### config.mk
export PLATFORM = sky130hd
export DESIGN_NAME = pixel_layer_blend_flat
export DESIGN_NICKNAME = d
export VERILOG_FILES = /design/src/rtl/pxb_pkg.sv /design/src/rtl/pxb_if.sv /design/src/rtl/pixel_layer_blend.sv /design/src/flat_wrapper.sv
export SDC_FILE = /design/constraint.sdc
export NUM_CORES = 1
export LEC_CHECK = 0
export ABC_CLOCK_PERIOD_IN_PS = 9000
export BUFFER_PORTS_ARGS = -buffer_cell sky130_fd_sc_hd__buf_2
export CAP_MARGIN = 30
export CORE_UTILIZATION = 45
export DETAILED_ROUTE_END_ITERATION = 10
export GPL_TIMING_DRIVEN = 0
export MAX_ROUTING_LAYER = met4
export PLACE_DENSITY = 0.69
export SYNTH_ARGS = -nofsm -noshare
export SYNTH_HDL_FRONTEND = slang
export SYNTH_SLANG_ARGS = --single-unit
### constraint.sdc
create_clock -name clock -period 9 [get_ports clock]
set_clock_uncertainty 0.15 [all_clocks]
set_input_delay 1.8 -clock clock [delete_from_list [all_inputs] [get_ports clock]]
set_output_delay 1.8 -clock clock [all_outputs]
set_load 0.05 [all_outputs]
### src/rtl/pxb_pkg.sv
// Shared widths and blend mode codes for the pixel layer blend block.
package pxb_pkg;

   // Field widths of one transfer on each channel.
   localparam int unsigned OP_WIDTH    = 4;
   localparam int unsigned PIXEL_WIDTH = 8;

   // Blend mode codes; the remaining codes of the field produce zero.
   typedef enum logic [OP_WIDTH-1:0] {
      OP_ADD = 4'd0,
      OP_SUB = 4'd1,
      OP_AVG = 4'd2,
      OP_MUL = 4'd3,
      OP_MIN = 4'd4,
      OP_MAX = 4'd5,
      OP_AMP = 4'd6,
      OP_AND = 4'd7,
      OP_OR  = 4'd8,
      OP_XOR = 4'd9
   } pxb_op_type;

endpackage

### src/rtl/pxb_if.sv
// Valid/ready stream interfaces for the blend request and response channels.
interface pxb_req_if
   import pxb_pkg::*;
();
   logic                   valid;
   logic                   ready;
   logic [OP_WIDTH-1:0]    operation;
   logic [PIXEL_WIDTH-1:0] base_value;
   logic [PIXEL_WIDTH-1:0] layer_value;

   modport source (output valid, output operation, output base_value,
                   output layer_value, input ready);
   modport sink   (input valid, input operation, input base_value,
                   input layer_value, output ready);
endinterface

interface pxb_rsp_if
   import pxb_pkg::*;
();
   logic                   valid;
   logic                   ready;
   logic [PIXEL_WIDTH-1:0] blended_value;

   modport source (output valid, output blended_value, input ready);
   modport sink   (input valid, input blended_value, output ready);
endinterface

### src/rtl/pixel_layer_blend.sv
// Pixel layer blend: combines one 8-bit base channel with one 8-bit layer channel.
//
// The block takes one request transfer per clock while any stage has room, and
// returns one response per request, in order. The four register stages are:
// products, arithmetic and logic results with the square sum, the upper four root
// bits of the amplitude square root, and the lower four root bits with the final
// mode select into the output register. Every stage holds its item while the stage
// after it is full and stalled, so a new request is still taken whenever any stage
// has room. Mode codes 10 to 15 give zero.
module pixel_layer_blend
   import pxb_pkg::*;
(
   input  logic     clock,
   input  logic     reset,
   pxb_req_if.sink   req_chan,
   pxb_rsp_if.source rsp_chan
);

   // Partial square root state: remainder and root bits found so far.
   typedef struct packed {
      logic [PIXEL_WIDTH+1:0] rem;
      logic [PIXEL_WIDTH-1:0] root;
   } sqrt_state_type;

   // One digit of the restoring square root: brings in two radicand bits.
   function automatic sqrt_state_type sqrt_step(sqrt_state_type cur, logic [1:0] pair);
      logic [PIXEL_WIDTH+3:0] acc;
      logic [PIXEL_WIDTH+3:0] trial;
      sqrt_state_type         nxt;
      acc   = {cur.rem, pair};
      trial = {2'b00, cur.root, 2'b01};
      if (acc >= trial) begin
         nxt.rem  = (PIXEL_WIDTH+2)'(acc - trial);
         nxt.root = {cur.root[PIXEL_WIDTH-2:0], 1'b1};
      end else begin
         nxt.rem  = acc[PIXEL_WIDTH+1:0];
         nxt.root = {cur.root[PIXEL_WIDTH-2:0], 1'b0};
      end
      return nxt;
   endfunction

   // Stage valid bits and load enables.
   logic v1_ff, v2_ff, v3_ff, v4_ff;
   logic load1, load2, load3, load4;

   assign load4 = !v4_ff || rsp_chan.ready;
   assign load3 = !v3_ff || load4;
   assign load2 = !v2_ff || load3;
   assign load1 = !v1_ff || load2;
   assign req_chan.ready = load1;

   // Stage one payload.
   logic [OP_WIDTH-1:0]      op1_ff;
   logic [PIXEL_WIDTH-1:0]   a1_ff, b1_ff;
   logic [2*PIXEL_WIDTH-1:0] aa1_ff, bb1_ff, ab1_ff;

   // Stage two payload.
   logic [OP_WIDTH-1:0]      op2_ff;
   logic [PIXEL_WIDTH-1:0]   pre2_ff;
   logic [2*PIXEL_WIDTH-1:0] sq2_ff;

   // Stage three payload.
   logic [OP_WIDTH-1:0]      op3_ff;
   logic [PIXEL_WIDTH-1:0]   pre3_ff;
   logic [PIXEL_WIDTH-1:0]   sqlo3_ff;
   sqrt_state_type           sr3_ff;

   // Stage four payload is the response register.
   logic [PIXEL_WIDTH-1:0]   out4_ff;

   // Stage two logic: arithmetic and bitwise modes, plus the halved square sum.
   logic [PIXEL_WIDTH:0]     sum_in;
   logic [2*PIXEL_WIDTH:0]   mulq_in;
   logic [2*PIXEL_WIDTH:0]   sqsum_in;
   logic [PIXEL_WIDTH-1:0]   quot_in;
   logic [PIXEL_WIDTH-1:0]   pre2_in;

   always_comb begin
      sum_in   = {1'b0, a1_ff} + {1'b0, b1_ff};
      // Division by 255 through the reciprocal identity, truncating.
      mulq_in  = {1'b0, ab1_ff} + {{(PIXEL_WIDTH+1){1'b0}}, ab1_ff[2*PIXEL_WIDTH-1:PIXEL_WIDTH]}
                 + (2*PIXEL_WIDTH+1)'(1);
      quot_in  = mulq_in[2*PIXEL_WIDTH-1:PIXEL_WIDTH];
      sqsum_in = {1'b0, aa1_ff} + {1'b0, bb1_ff};
      case (op1_ff)
         OP_ADD:  pre2_in = sum_in[PIXEL_WIDTH] ? '1 : sum_in[PIXEL_WIDTH-1:0];
         OP_SUB:  pre2_in = (a1_ff > b1_ff) ? PIXEL_WIDTH'(a1_ff - b1_ff) : '0;
         OP_AVG:  pre2_in = sum_in[PIXEL_WIDTH:1];
         OP_MUL:  pre2_in = quot_in;
         OP_MIN:  pre2_in = (a1_ff < b1_ff) ? a1_ff : b1_ff;
         OP_MAX:  pre2_in = (a1_ff > b1_ff) ? a1_ff : b1_ff;
         OP_AND:  pre2_in = a1_ff & b1_ff;
         OP_OR:   pre2_in = a1_ff | b1_ff;
         OP_XOR:  pre2_in = a1_ff ^ b1_ff;
         default: pre2_in = '0;
      endcase
   end

   // Stage three logic: upper four root digits.
   sqrt_state_type sr3_in;

   always_comb begin
      sr3_in = '0;
      for (int i = 0; i < PIXEL_WIDTH / 2; i++) begin
         sr3_in = sqrt_step(sr3_in, sq2_ff[2*PIXEL_WIDTH-1-2*i -: 2]);
      end
   end

   // Stage four logic: lower four root digits and the final mode select.
   sqrt_state_type         sr4_in;
   logic [PIXEL_WIDTH-1:0] out4_in;

   always_comb begin
      sr4_in = sr3_ff;
      for (int i = 0; i < PIXEL_WIDTH / 2; i++) begin
         sr4_in = sqrt_step(sr4_in, sqlo3_ff[PIXEL_WIDTH-1-2*i -: 2]);
      end
      out4_in = (op3_ff == OP_AMP) ? sr4_in.root : pre3_ff;
   end

   // Valid bits advance with their stage.
   always_ff @(posedge clock) begin
      if (reset) begin
         v1_ff <= 1'b0;
         v2_ff <= 1'b0;
         v3_ff <= 1'b0;
         v4_ff <= 1'b0;
      end else begin
         if (load1) v1_ff <= req_chan.valid;
         if (load2) v2_ff <= v1_ff;
         if (load3) v3_ff <= v2_ff;
         if (load4) v4_ff <= v3_ff;
      end
   end

   // Payload registers; a stage loads only when it is empty or can pass its item on.
   always_ff @(posedge clock) begin
      if (load1) begin
         op1_ff <= req_chan.operation;
         a1_ff  <= req_chan.base_value;
         b1_ff  <= req_chan.layer_value;
         aa1_ff <= (2*PIXEL_WIDTH)'(req_chan.base_value)
                   * (2*PIXEL_WIDTH)'(req_chan.base_value);
         bb1_ff <= (2*PIXEL_WIDTH)'(req_chan.layer_value)
                   * (2*PIXEL_WIDTH)'(req_chan.layer_value);
         ab1_ff <= (2*PIXEL_WIDTH)'(req_chan.base_value)
                   * (2*PIXEL_WIDTH)'(req_chan.layer_value);
      end
      if (load2) begin
         op2_ff  <= op1_ff;
         pre2_ff <= pre2_in;
         sq2_ff  <= sqsum_in[2*PIXEL_WIDTH:1];
      end
      if (load3) begin
         op3_ff   <= op2_ff;
         pre3_ff  <= pre2_ff;
         sqlo3_ff <= sq2_ff[PIXEL_WIDTH-1:0];
         sr3_ff   <= sr3_in;
      end
      if (load4) begin
         out4_ff <= out4_in;
      end
   end

   assign rsp_chan.valid         = v4_ff;
   assign rsp_chan.blended_value = out4_ff;

   // An accepted request always occupies the first stage on the next cycle.
   assert property (@(posedge clock) disable iff (reset)
      (req_chan.valid && req_chan.ready) |=> v1_ff)
      else $error("accepted request did not enter the first stage");

   // The block only refuses requests when every stage holds an item.
   assert property (@(posedge clock) disable iff (reset)
      !req_chan.ready |-> (v1_ff && v2_ff && v3_ff && v4_ff))
      else $error("request refused while the pipeline has room");

   // The reciprocal quotient matches a true division by 255.
   assert property (@(posedge clock) disable iff (reset)
      v1_ff |-> ((16'(quot_in) * 16'd255 <= ab1_ff)
                 && (ab1_ff - 16'(quot_in) * 16'd255 < 16'd255)))
      else $error("multiply quotient is not floor of product over 255");

   // The partial square root remainder never exceeds twice the partial root.
   assert property (@(posedge clock) disable iff (reset)
      v3_ff |-> (sr3_ff.rem <= (PIXEL_WIDTH+2)'({sr3_ff.root, 1'b0})))
      else $error("square root remainder out of range");

endmodule

### src/flat_wrapper.sv
// flat-port wrapper written by rule: the top's interface ports become plain ports
module pixel_layer_blend_flat import pxb_pkg::*;
  (clock, reset, req_chan_valid, req_chan_operation, req_chan_base_value, req_chan_layer_value, req_chan_ready, rsp_chan_valid, rsp_chan_blended_value, rsp_chan_ready);
  pxb_req_if req_chan_i ();
  pxb_rsp_if rsp_chan_i ();
  input  logic clock;
  input  logic reset;
  input wire logic [$bits(req_chan_i.valid)-1:0] req_chan_valid;
  input wire logic [$bits(req_chan_i.operation)-1:0] req_chan_operation;
  input wire logic [$bits(req_chan_i.base_value)-1:0] req_chan_base_value;
  input wire logic [$bits(req_chan_i.layer_value)-1:0] req_chan_layer_value;
  output wire logic [$bits(req_chan_i.ready)-1:0] req_chan_ready;
  output wire logic [$bits(rsp_chan_i.valid)-1:0] rsp_chan_valid;
  output wire logic [$bits(rsp_chan_i.blended_value)-1:0] rsp_chan_blended_value;
  input wire logic [$bits(rsp_chan_i.ready)-1:0] rsp_chan_ready;
  assign req_chan_i.valid = req_chan_valid;
  assign req_chan_i.operation = req_chan_operation;
  assign req_chan_i.base_value = req_chan_base_value;
  assign req_chan_i.layer_value = req_chan_layer_value;
  assign req_chan_ready = req_chan_i.ready;
  assign rsp_chan_valid = rsp_chan_i.valid;
  assign rsp_chan_blended_value = rsp_chan_i.blended_value;
  assign rsp_chan_i.ready = rsp_chan_ready;
  pixel_layer_blend u_core (.clock(clock), .reset(reset), .req_chan(req_chan_i), .rsp_chan(rsp_chan_i));
endmodule
-- Yosys cells after proc, flatten, opt, wreduce, memory -nomap -nowiden
Cells that the tools add are included.
- bitwise logic cells: 3
- shift-type cells: 0
- div/mod/pow operators: 0
- add/subtract/negate cells: 12
- equality and inequality tests: 9
- mux-type cells: 14
- magnitude comparators: 10
- reduce and logical (&&, ||, !) cells: 9
- multiply operators: 3
- operators with widths (cell ; count):
    $mux W18 ; 7
    $ge A12 B10 Y1 ; 7
    $pmux W8 S9 ; 1
    $sub A10 B10 Y10 ; 6
    $mul A8 B8 Y16 ; 3
    $mux W8 ; 5
    $add A16 B16 Y17 ; 1
    $add A16 B1 Y16 const B ; 1
    $add A16 B8 Y16 ; 1
    $eq A4 B3 Y1 const B ; 4
    $add A8 B8 Y9 ; 1
    $and A8 B8 Y8 ; 1
    $eq A4 B2 Y1 const B ; 2
    $eq A4 B4 Y1 const B ; 2
    $gt A8 B8 Y1 ; 1
    $lt A8 B8 Y1 ; 1
    $or A8 B8 Y8 ; 1
    $sub A8 B8 Y8 ; 1
    $xor A8 B8 Y8 ; 1
    $eq A4 B1 Y1 const B ; 1
    $logic_not A1 Y1 ; 4
    $logic_not A4 Y1 ; 1
    $logic_or A1 B1 Y1 ; 4
    $sub A2 B1 Y3 const B ; 1
    other kinds (2) ; 2
- memory bits (writable): 0
- latch bits: 0
- register bits after elaboration: 146
- logic and storage cells: 79
- memories: 0
- bits of input ports: 24
- bits in read-only memories: 0

-- Longest topological paths before layout
Gate-level depths: netlist of the first run.
- depth in word-level cells: 9
- depth in mapped cells: 40

-- Worst setup path after synthesis of the first run
No wires, ideal clock.
- path type: reg-to-reg
- start point: reg u_core.sr3_ff[1] (netlist name)
- end point: reg u_core.out4_ff[0], in the netlist u_core.rsp_chan.blended_value[0], data pin
- clock period less this slack: 6887 ps
- buffers on the path: 4
- arrival: 6471 ps
- library setup time: 266 ps
- stages on the path, launching flop included: 38
- path slack: 2113 ps
- cells stage by stage: edfxtp_1 inv_1 ha_1 buf_2 o211ai_2 a21o_1 nand3_2 inv_1 o21ai_0 ha_1 nand3_1 nor4b_1 mux2i_1 a31o_1 and3_1 buf_6 nand2_8 inv_4 [... 2 more ...] and4_1 nand3_1 nor2_1 a2bb2oi_1 nor4b_1 and3_1 clkbuf_2 buf_2 nand2_1 o21ai_1 ha_1 a21o_1 a21oi_1 nor2b_1 o31ai_1 o2111ai_1 o21ai_0 o211ai_2
- word-level cells in the longest chain between the ends: 9
- elaborated cells between the ends (all ways): 12
- RTL lines (element ; line ; text):
    start: declaration ; pixel_layer_blend.sv:66 ; sqrt_state_type sr3_ff;
    start signal: assignment ; pixel_layer_blend.sv:158 ; sr3_ff <= sr3_in;
    $sub A10 B10 Y10 or $ge A12 B10 Y1 (tied branches) ; pixel_layer_blend.sv:33, pixel_layer_blend.sv:32 ;
    $mux W18 (*) ; pixel_layer_blend.sv:32 ; if (acc >= trial) begin
    $sub A10 B10 Y10 or $ge A12 B10 Y1 (tied branches) ; pixel_layer_blend.sv:33, pixel_layer_blend.sv:32 ;
    $mux W18 (*) ; pixel_layer_blend.sv:32 ;
    $sub A10 B10 Y10 or $ge A12 B10 Y1 (tied branches) ; pixel_layer_blend.sv:33, pixel_layer_blend.sv:32 ;
    $mux W18 (*) ; pixel_layer_blend.sv:32 ;
    $ge A12 B10 Y1 (*) ; pixel_layer_blend.sv:32 ;
    $mux W1 (*) ; pixel_layer_blend.sv:32 ;
    $mux W8 (*) ; pixel_layer_blend.sv:118 ; out4_in = (op3_ff == OP_AMP) ? sr4_in.root : pre3_ff;
    named net u_core.out4_in[0] ; pixel_layer_blend.sv:111 ; logic [PIXEL_WIDTH-1:0] out4_in;
    end signal: assignment ; pixel_layer_blend.sv:161 ; out4_ff <= out4_in;
    end: declaration ; pixel_layer_blend.sv:69 ; logic [PIXEL_WIDTH-1:0] out4_ff;
Mark *: on every way through the listed nets, which the timed path passes. The rest lies on a longest branch.
A chain may end at the register's enable or synchronous reset.

-- Worst setup path in the final report of the first run
Ends and elaborated chain as after synthesis.

==> results.txt, run 1 <==
The number of nets in the synthesized netlist is 1706. The wire length after detailed routing came out at 28580 um. For the worst flop-to-flop path, the logic depth is 37. The cell area after technology mapping is roughly 14000 um2.

The initial detailed-routing violation count came out at 616. The switching part of the total came out at 0.4577. The most used flip-flop cell after synthesis is sky130_fd_sc_hd__edfxtp_1. The actual transition at the worst max-transition pin is 0.9982 ns. After floorplanning, the core was sized to cover 29950 um2.

Relative to the synthesized area, the layout overhead comes to 9.507%. The largest total area in the synthesized netlist belongs to sky130_fd_sc_hd__edfxtp_1. Routability-driven placement finished with a final weighted congestion of 0.9293. The clock slew seen by the registers of the worst setup and hold paths came out at 0.06 ns. Setup violations remaining at the end of the flow were counted as 0. For this run, the number of Yosys warnings is 0. The top-area cell type share of the netlist area is 0.2912. In this run the remaining antenna-violating nets after routing total 0. The share of total power dissipated in sequential elements is 0.207.

TritonCTS built the clock tree. The run finished with clean final reports. The worst slew slack as a fraction of its limit is 0.3284. The internal power contribution came out at between 3 and 4 mW. By startpoint and endpoint, the worst setup path is classified as flip-flop to flip-flop.

The clock passes through at most 2 buffers. The number of cells traversed by the worst hold path came out at 0. The critical path starts at u_core.sr3_ff[1]. The proportion of power drawn by the clock network came out at 0.119.

The die footprint is roughly 31000 um2. The number of vias in the routed layout is 10044. The net count of the finished layout came out at 1763. The worst path needs 8.393 ns of the cycle, external delays included.

The finished layout holds approximately 1900 standard cells, fillers aside. The library cell used most frequently in the layout, excluding fill and tap cells, is sky130_fd_sc_hd__inv_1. The area fraction in and, or, nand and nor cells after synthesis is 0.1408.

The number of I/O pins is 34. The launch instance of the worst register-to-register path is u_core.sr3_ff[1]. The deepest level of the CTS H-tree is 4. Dividing the detail-routed wire length by the instance count gives between 15 and 20 um. In the layout the commonest cells are 189 x sky130_fd_sc_hd__inv_1, 180 x sky130_fd_sc_hd__ha_1, 134 x sky130_fd_sc_hd__edfxtp_1. The final worst hold slack came out at around 0.27 ns. The tightest min-delay check is of the flip-flop to flip-flop type.

Synthesis produced 1414 cells. In the finished design, the share of the clock period the worst path needs comes to 0.9326. By area the synthesized netlist is led by sky130_fd_sc_hd__edfxtp_1 29%, sky130_fd_sc_hd__ha_1 16%, sky130_fd_sc_hd__fa_1 13%. Setup repair after global routing left no endpoint under its margin.

The kind of start point of the critical path is a flip-flop. The detailed-routing iteration count for the pre-antenna-repair pass came out at 5. The clock latency on the worst-skew pair came out at 0.43 ns. The accumulated negative setup slack came out at 0 ns. The HPWL reported at the end of detailed placement is ~23000 um.

The number of failing hold endpoints at the final stage is 0. The floorplan step set the die width to ~180 um. The number of unique standard cell types used by synthesis came out at slightly above 80. By area, the combinational part of the netlist is dominated by adder cells. Entering global routing, the biggest net connects 66 pins. The max-capacitance violation count came out at 0.

The total clock sinks came out at 138. The remaining design rule violation count came out at 0. The post-synthesis compound-gate area fraction was 0.1338. The worst IR drop on VDD is 0.0002195 V. The maximum fanout count along the critical path came out at 11. For this design the ratio of total power to cell area is 374.3 nW/um2.

The ratio of routed vias to standard cells came out at 5.360. The switching power is 2.592 mW. The buffer cell driving the clock tree root is sky130_fd_sc_hd__clkbuf_16. The arrival time reported for the critical path endpoint came out at 8.42 ns. The via count of the first global-routing pass came out at 9896.

The share of synthesized flip-flops with an asynchronous set or reset came out at 0. The count of flip-flops with a built-in enable after synthesis came out at 134. Among the stages of the critical path, the cell type that occurs most often is sky130_fd_sc_hd__ha_1. The floorplan has 63 rows. The sequential element share of the synthesized area is 0.2970. For this run, the total global-route usage over all layers was measured as 0.1958.

The die span in y came out at 177.2 um. The worst hold path begins at u_core.pre2_ff[0]. The part of the total power dissipated in combinational logic came out at 0.674.

The initial antenna violation count is 0. The number of clock buffers added by TritonCTS is 17. The synthesized-area fraction occupied by adder cells came out at 0.2905. The required time at the worst-slack endpoint is 9.02 ns. The final max-slew violation count is 0. The leakage power of the design is about 7 nW. The synthesized-area fraction occupied by xor and xnor cells came out at 0.05958. The average footprint of a synthesized cell is between 9 and 10 um2. The largest single stage delay on the critical path is 0.46 ns.

The endpoint type of the worst setup path is a flip-flop. The fraction of layout instances using a drive strength above 1 came out at 0.07210. The worst-path cell with the longest stage delay is sky130_fd_sc_hd__edfxtp_1. The number of diodes came out at 0. The share of cell area taken by muxes after synthesis came out at 0.01394. The maximum clock frequency came out at 119.1 MHz. The global-route wire length before repair is 47520 um.

The number of instances in the placed design is 1842. The total overflow reported by the global router is 0. The number of synthesized register bits came out at 138. Port buffering added 33 buffers. The initial utilization of the core area, before any placement, comes to 0.4613.
## what timing repair did
action,CTS,global route
hold buffers,0,0
gates resized for setup,0,1
setup endpoints to repair,0,1
buffers inserted,0,0
## metrics by stage
step	setup WS (ns)	util	instance area (um2)	power (mW)
floorplan	2.113	-	13820	4.208
global placement	0.7053	0.4831	14470	4.877
detailed placement	0.5707	0.4857	14550	4.977
CTS	0.5358	0.5052	15130	5.681
global route	0.02134	0.5052	15130	6.205
finish	0.6070	0.5052	15130	5.665
## area by class of cell
| type | instances | area (um2) |
|---|---|---|
| clock buffers | 17 | 425.4 |
| inverters | 193 | 726.9 |
| fillers | 2721 | 14820 |
| well taps | 390 | 488.0 |
| repair buffers | 38 | 235.2 |
| flip-flops and latches | 138 | 4104 |
| clock inverters | 15 | 157.7 |
| plain buffers | 39 | 162.7 |
| multi-input cells | 1044 | 8832 |
## cell usage after synthesis (3+ instances only)
library cell / count
sky130_fd_sc_hd__inv_1: 190
sky130_fd_sc_hd__ha_1: 180
sky130_fd_sc_hd__edfxtp_1: 134
sky130_fd_sc_hd__nor2_1: 101
sky130_fd_sc_hd__nand2_1: 98
sky130_fd_sc_hd__a21oi_1: 93
sky130_fd_sc_hd__fa_1: 88
sky130_fd_sc_hd__xnor2_1: 71
sky130_fd_sc_hd__and2_1: 69
sky130_fd_sc_hd__clkbuf_1: 31
sky130_fd_sc_hd__o21ai_0: 31
sky130_fd_sc_hd__nor3_1: 24
sky130_fd_sc_hd__o21bai_1: 23
sky130_fd_sc_hd__xor2_1: 23
sky130_fd_sc_hd__nor2b_1: 19
sky130_fd_sc_hd__a21o_1: 17
sky130_fd_sc_hd__nand2b_1: 13
sky130_fd_sc_hd__nand3_1: 13
sky130_fd_sc_hd__o21a_1: 13
sky130_fd_sc_hd__o211ai_1: 12
sky130_fd_sc_hd__and3_1: 10
sky130_fd_sc_hd__nor4_1: 10
sky130_fd_sc_hd__mux2i_1: 8
sky130_fd_sc_hd__o221ai_1: 8
sky130_fd_sc_hd__mux2_2: 7
sky130_fd_sc_hd__or3_1: 7
sky130_fd_sc_hd__a21boi_0: 6
sky130_fd_sc_hd__a221oi_1: 6
sky130_fd_sc_hd__buf_2: 6
sky130_fd_sc_hd__o41ai_1: 6
sky130_fd_sc_hd__a211oi_1: 5
sky130_fd_sc_hd__o2111ai_1: 5
sky130_fd_sc_hd__o21ai_1: 5
sky130_fd_sc_hd__o31ai_1: 5
sky130_fd_sc_hd__dfxtp_1: 4
sky130_fd_sc_hd__nand4_1: 4
sky130_fd_sc_hd__or2_2: 4
sky130_fd_sc_hd__a22oi_1: 3
sky130_fd_sc_hd__a311oi_1: 3
sky130_fd_sc_hd__a31oi_1: 3
sky130_fd_sc_hd__nand3b_1: 3
sky130_fd_sc_hd__nor3b_1: 3
sky130_fd_sc_hd__o31a_1: 3
## metal layers
layer  up-vias  GRT usage  wire length [um]
li1       4990          -                 -
met1      4799     0.2519             13220
met2       229     0.3216             13560
met3        26    0.03093              1456
met4         0    0.04741               338
met5         -          -                 0
## power groups by stage
stage | sequential (mW) | combinational, mW | clock [mW]
2_1_floorplan | 1.18 | 3.03 | 0
3_3_place_gp | 1.18 | 3.70 | 0
3_5_place_dp | 1.19 | 3.79 | 0
4_1_cts | 1.18 | 3.82 | 0.686
5_1_grt | 1.20 | 4.30 | 0.714
6_report | 1.17 | 3.82 | 0.673
## critical path, delay by kind of cell (launching register included)
kind | cells | cell delay, ns
flops | 1 | 0.46
simple gates | 12 | 2.43
mux | 1 | 0.11
fa+ha+maj | 4 | 1.30
buf+inv | 7 | 1.26
compound gates | 13 | 2.39
## sequential cells by signal, indices dropped and copies added, names as in the netlist, 4 cells and up
signal,flops
u_core.pre3_ff,8
u_core.bb1_ff,15
u_core.sr3_ff,14
u_core.a1_ff,7
u_core.op2_ff,4
u_core.op1_ff,4
u_core.ab1_ff,16
u_core.b1_ff,7
u_core.sqlo3_ff,8
u_core.sq2_ff,16
u_core.op3_ff,4
u_core.aa1_ff,15
u_core.pre2_ff,8
u_core.rsp_chan.blended_value,8
## path summary, 6_finish.rpt
kind         slack (ns)                                to
max                0.61  u_core.rsp_chan.blended_value[0]
max reg2reg        0.61  u_core.rsp_chan.blended_value[0]
min                0.27                 u_core.pre3_ff[0]
min reg2reg        0.27                 u_core.pre3_ff[0]
## logic make-up after synthesis
logic type	after synthesis
AND/OR/NAND/NOR	390
AO/OA/AOI/OAI	275
adder cells (fa/ha/maj)	268
buffers and inverters	232
flip-flops	138
XOR/XNOR	94
multiplexers	17
Power figures use the tool's default switching activity.
==> run 2, diff against run 1 <==
--- a/config.mk
+++ b/config.mk
@@ -5,9 +5,11 @@
 export SDC_FILE = /design/constraint.sdc
 export NUM_CORES = 1
 export LEC_CHECK = 0
+export ABC_AREA = 1
 export ABC_CLOCK_PERIOD_IN_PS = 9000
 export BUFFER_PORTS_ARGS = -buffer_cell sky130_fd_sc_hd__buf_2
 export CAP_MARGIN = 30
+export CORE_ASPECT_RATIO = 1.4
 export CORE_UTILIZATION = 45
 export DETAILED_ROUTE_END_ITERATION = 10
 export GPL_TIMING_DRIVEN = 0
==> run 2 against run 1 <==
Largest power group unchanged. Sequential power hardly changed. Synthesized cell count grew 14%. Core utilization decreased by 0.34 points. Final cell count is 10% higher. Clock power fell by 4.0%. Die area grew 0.64%. Flip-flop and latch count unchanged.
==> results.txt, run 2 <==
The flow ran to the end, and the final reports show no timing, DRC or antenna violations. The max-capacitance violation count is 0. The part of the power in registers came out at 0.209. The ratio of routed vias to standard cells came out at 5.035.

During synthesis, Yosys emitted a total of 0 warnings. The final max-slew violation count is 0. The die span in y came out at 210.0 um. The number of failing hold endpoints at the final stage is 0. The buffer count from post-CTS setup fixing is 0. The required time at the worst-slack endpoint is 9.08 ns. The synthesized instance count is 1618. The average footprint of a synthesized cell came out at 8.593 um2.

The arrival time reported for the critical path endpoint came out at 6.88 ns. The combined flip-flop and latch cell area is 4104 um2. The final design area excluding fillers came out at 15160 um2.

The accumulated negative setup slack is 0 ns. In this run the cell area of the synthesized design comes to about 14000 um2. The floorplan step set the die width to 150.6 um.

The maximum number of pins on one net before global-route repair came out at between 60 and 70. The sequential element share of the synthesized area came out at 0.2952. The switching power is 2.664 mW.

The clock latency on the worst-skew pair came out at 0.43 ns. The worst IR drop on VDD is ~0.00022 V. The initial antenna violation count came out at 0. The post-detailed-route wirelength per cell came out at 14.01 um.

Setup repair after global routing left no endpoint under its margin. Tracing the worst setup path back leads to its startpoint at req_chan_layer_value[6]. The area growth from synthesis to layout came out at 9.062%.

In this run the worst path has a maximum fanout of 10. Leaving out fill and tap cells, the most frequent cells in the layout are 336 x sky130_fd_sc_hd__inv_1, 304 x sky130_fd_sc_hd__nand2_1, 180 x sky130_fd_sc_hd__ha_1. The routability-driven placement congestion ratio came out at about 0.99. The count of endpoints failing setup in the final report came out at 0. The HPWL reported at the end of detailed placement came out at around 24000 um. The final critical delay including setup and external delays is roughly 6.8 ns. The row count is 75. The clock drives 138 sinks.

The top-area cell type share of the netlist area came out at 0.2894. The min-delay analysis places its worst path in the category flip-flop to flip-flop. The netlist uses 55 different library cells. After clock tree synthesis, the clock-pin slew on the worst setup and hold paths is about 0.06 ns.

The switching part of the total came out at 0.4800. The combined global-route utilization of all metal layers came out at 0.2027. The actual transition at the worst max-transition pin came out at 0.8816 ns. The number of synthesized register bits is between 100 and 150. The wire length after detailed routing is 29010 um. The total placed instance area is 14610 um2. The largest registers in the layout are u_core.ab1_ff: 16 flops, u_core.sq2_ff: 16 flops. The pre-antenna-repair detailed-routing pass consisted of 7 iterations. Yosys attributes the largest share of cell area to sky130_fd_sc_hd__edfxtp_1 29%, sky130_fd_sc_hd__ha_1 16%, sky130_fd_sc_hd__fa_1 13%. The starting density of the core came out at 0.4601. The multi-input combinational cells in the finished layout cover a total of 8371 um2. At the end of the flow, the number of nets in the layout was about 2000. Summed over all cells, the static leakage comes to 8.048 nW.

The final worst hold slack is 0.2679 ns. Among all flip-flop cells after synthesis, the most frequent one is sky130_fd_sc_hd__edfxtp_1. The CTS buffer count came out at 17.

The internal power contribution is 2.886 mW. STA classifies the critical path startpoint as an input pin. In the synthesized netlist, the cells that appear most often are 336 x sky130_fd_sc_hd__inv_1, 305 x sky130_fd_sc_hd__nand2_1, 180 x sky130_fd_sc_hd__ha_1, 134 x sky130_fd_sc_hd__edfxtp_1, 106 x sky130_fd_sc_hd__nor2_1. STA classifies the critical path endpoint as a flip-flop.

The area of the core region is between 30000 and 40000 um2. The number of diodes came out at 0. The count of flip-flops with a built-in enable after synthesis came out at 134. The power density of the placed cells is 366.0 nW/um2. The worst hold path begins at u_core.sq2_ff[5]. The worst setup path is of the input pin to flip-flop kind. The layout has 2880 filler cells. The cell accounting for the most synthesized area is sky130_fd_sc_hd__edfxtp_1. The remaining design rule violation count is 0.

The number of vias in the routed layout is between 10000 and 15000. The number of buffers on the longest clock path is 2. The first routing iteration left approximately 490 violations. The post-cts resize count is 0. When the netlist entered floorplanning its net count stood at 1910.

The buffer cell driving the clock tree root is sky130_fd_sc_hd__clkbuf_16. The part of the total power dissipated in combinational logic came out at 0.674. Of the total power, the clock network draws 0.116. The via count of the first global-routing pass is 10569. In this run the tool buffered the top-level ports with 33 buffer cells. In the post-synthesis netlist, the cell with the most instances is sky130_fd_sc_hd__inv_1.

TritonCTS built the clock tree. The number of I/O pins is 34. The die footprint is 31610 um2. The part of the cycle the worst path needs came out at 0.7556. The total overflow reported by the global router is 0. The launch instance of the worst register-to-register path is u_core.sr3_ff[1]. CTS built an H-tree with a depth of 4.

The global-route wire length before repair is 48820 um. The maximum clock frequency is 147.0 MHz. The fraction of layout instances using a drive strength above 1 came out at 0.06944. The worst slew slack as a fraction of its limit came out at 0.4123. The number of routed nets with antenna violations came out at 0. The share of synthesized flip-flops with an asynchronous set or reset is 0.

The most common cell after layout, fill and taps aside is sky130_fd_sc_hd__inv_1. Hold repair after CTS inserted 0 buffers.
run 2: cell count changes in the layout (fill, tap and decap cells not counted), moves of 11 or more:
cell	delta
sky130_fd_sc_hd__and2_1	-68
sky130_fd_sc_hd__nor2b_1	-19
sky130_fd_sc_hd__nand3_1	+33
sky130_fd_sc_hd__a21o_1	-16
sky130_fd_sc_hd__nand2_1	+207
sky130_fd_sc_hd__xor2_1	+48
sky130_fd_sc_hd__nand2b_1	-13
sky130_fd_sc_hd__xnor2_1	-51
sky130_fd_sc_hd__o21a_1	-12
sky130_fd_sc_hd__o21ai_0	+31
sky130_fd_sc_hd__nand2_2	+11
sky130_fd_sc_hd__nor3_1	-16
sky130_fd_sc_hd__inv_1	+147
run 2: power by group through the flow:
stage          Combinational [mW]  Sequential (mW)  Clock, mW
2_1_floorplan                3.02             1.17          0
3_3_place_gp                 3.63             1.17          0
3_5_place_dp                 3.74             1.18          0
4_1_cts                      3.77             1.16      0.657
5_1_grt                      4.27             1.19      0.684
6_report                     3.74             1.16      0.646
run 2: cell families (layout without fill, tap and decap cells):
family	after synthesis	in the layout	synth area share
and+or+nand+nor	523	523	0.1646
AOI/OAI and AO/OA	211	211	0.08621
muxes	3	3	0.002340
DFF	138	138	0.2952
adders and majority gates	268	268	0.2887
xor gates and xnor gates	93	93	0.05967
buffers and inverters	382	449	0.1033
run 2: final cells by class:
cell class                 count  area share
tap                          385     0.03177
multi-input combinational   1098      0.5520
clock buffer                  21     0.03037
inverter                     343     0.08491
sequential                   138      0.2706
clock inverter                11    0.005941
buffer                        39    0.009819
timing repair buffer          35     0.01452
run 2: critical path, cell delays in order:
cell,delay (ns)
sky130_fd_sc_hd__buf_2,0.08
sky130_fd_sc_hd__clkbuf_1,0.45
sky130_fd_sc_hd__clkbuf_1,0.43
sky130_fd_sc_hd__nand2_1,0.11
sky130_fd_sc_hd__inv_1,0.14
sky130_fd_sc_hd__fa_1,0.46
sky130_fd_sc_hd__fa_1,0.52
sky130_fd_sc_hd__fa_1,0.52
sky130_fd_sc_hd__fa_1,0.49
sky130_fd_sc_hd__ha_1,0.36
sky130_fd_sc_hd__a21oi_1,0.13
sky130_fd_sc_hd__o21ai_0,0.14
sky130_fd_sc_hd__a21oi_1,0.19
sky130_fd_sc_hd__o21bai_1,0.11
sky130_fd_sc_hd__a21oi_1,0.14
sky130_fd_sc_hd__inv_1,0.06
sky130_fd_sc_hd__a21oi_1,0.19
sky130_fd_sc_hd__o21ai_0,0.10
sky130_fd_sc_hd__a21oi_1,0.17
sky130_fd_sc_hd__xor2_1,0.28
run 2: worst paths after layout:
kind                                      end  slack [ns]  depth (start not counted)
min reg2reg                u_core.sqlo3_ff[5]        0.27                          0
max reg2reg  u_core.rsp_chan.blended_value[0]        2.43                         33
min                        u_core.sqlo3_ff[5]        0.27                          0
max                         u_core.bb1_ff[15]        2.20                         20
run 2: metal layers:
layer,vias up,share of wire,GRT usage
met5,-,0,-
met4,0,0.027,0.07593
met3,58,0.031,0.02316
met2,181,0.53,0.3710
met1,4920,0.41,0.2217
li1,5263,-,-
run 2: stage by stage:
| stage | setup WS (ns) | util | power [mW] | instances |
|---|---|---|---|---|
| CTS | 2.180 | 0.5018 | 5.593 | 2070 |
| global route | 1.936 | 0.5018 | 6.135 | 2070 |
| floorplan | 2.390 | - | 4.186 | 1618 |
| global placement | 1.191 | 0.4815 | 4.796 | 2036 |
| detailed placement | 1.749 | 0.4836 | 4.912 | 2038 |
| finish | 2.199 | 0.5018 | 5.550 | 2070 |
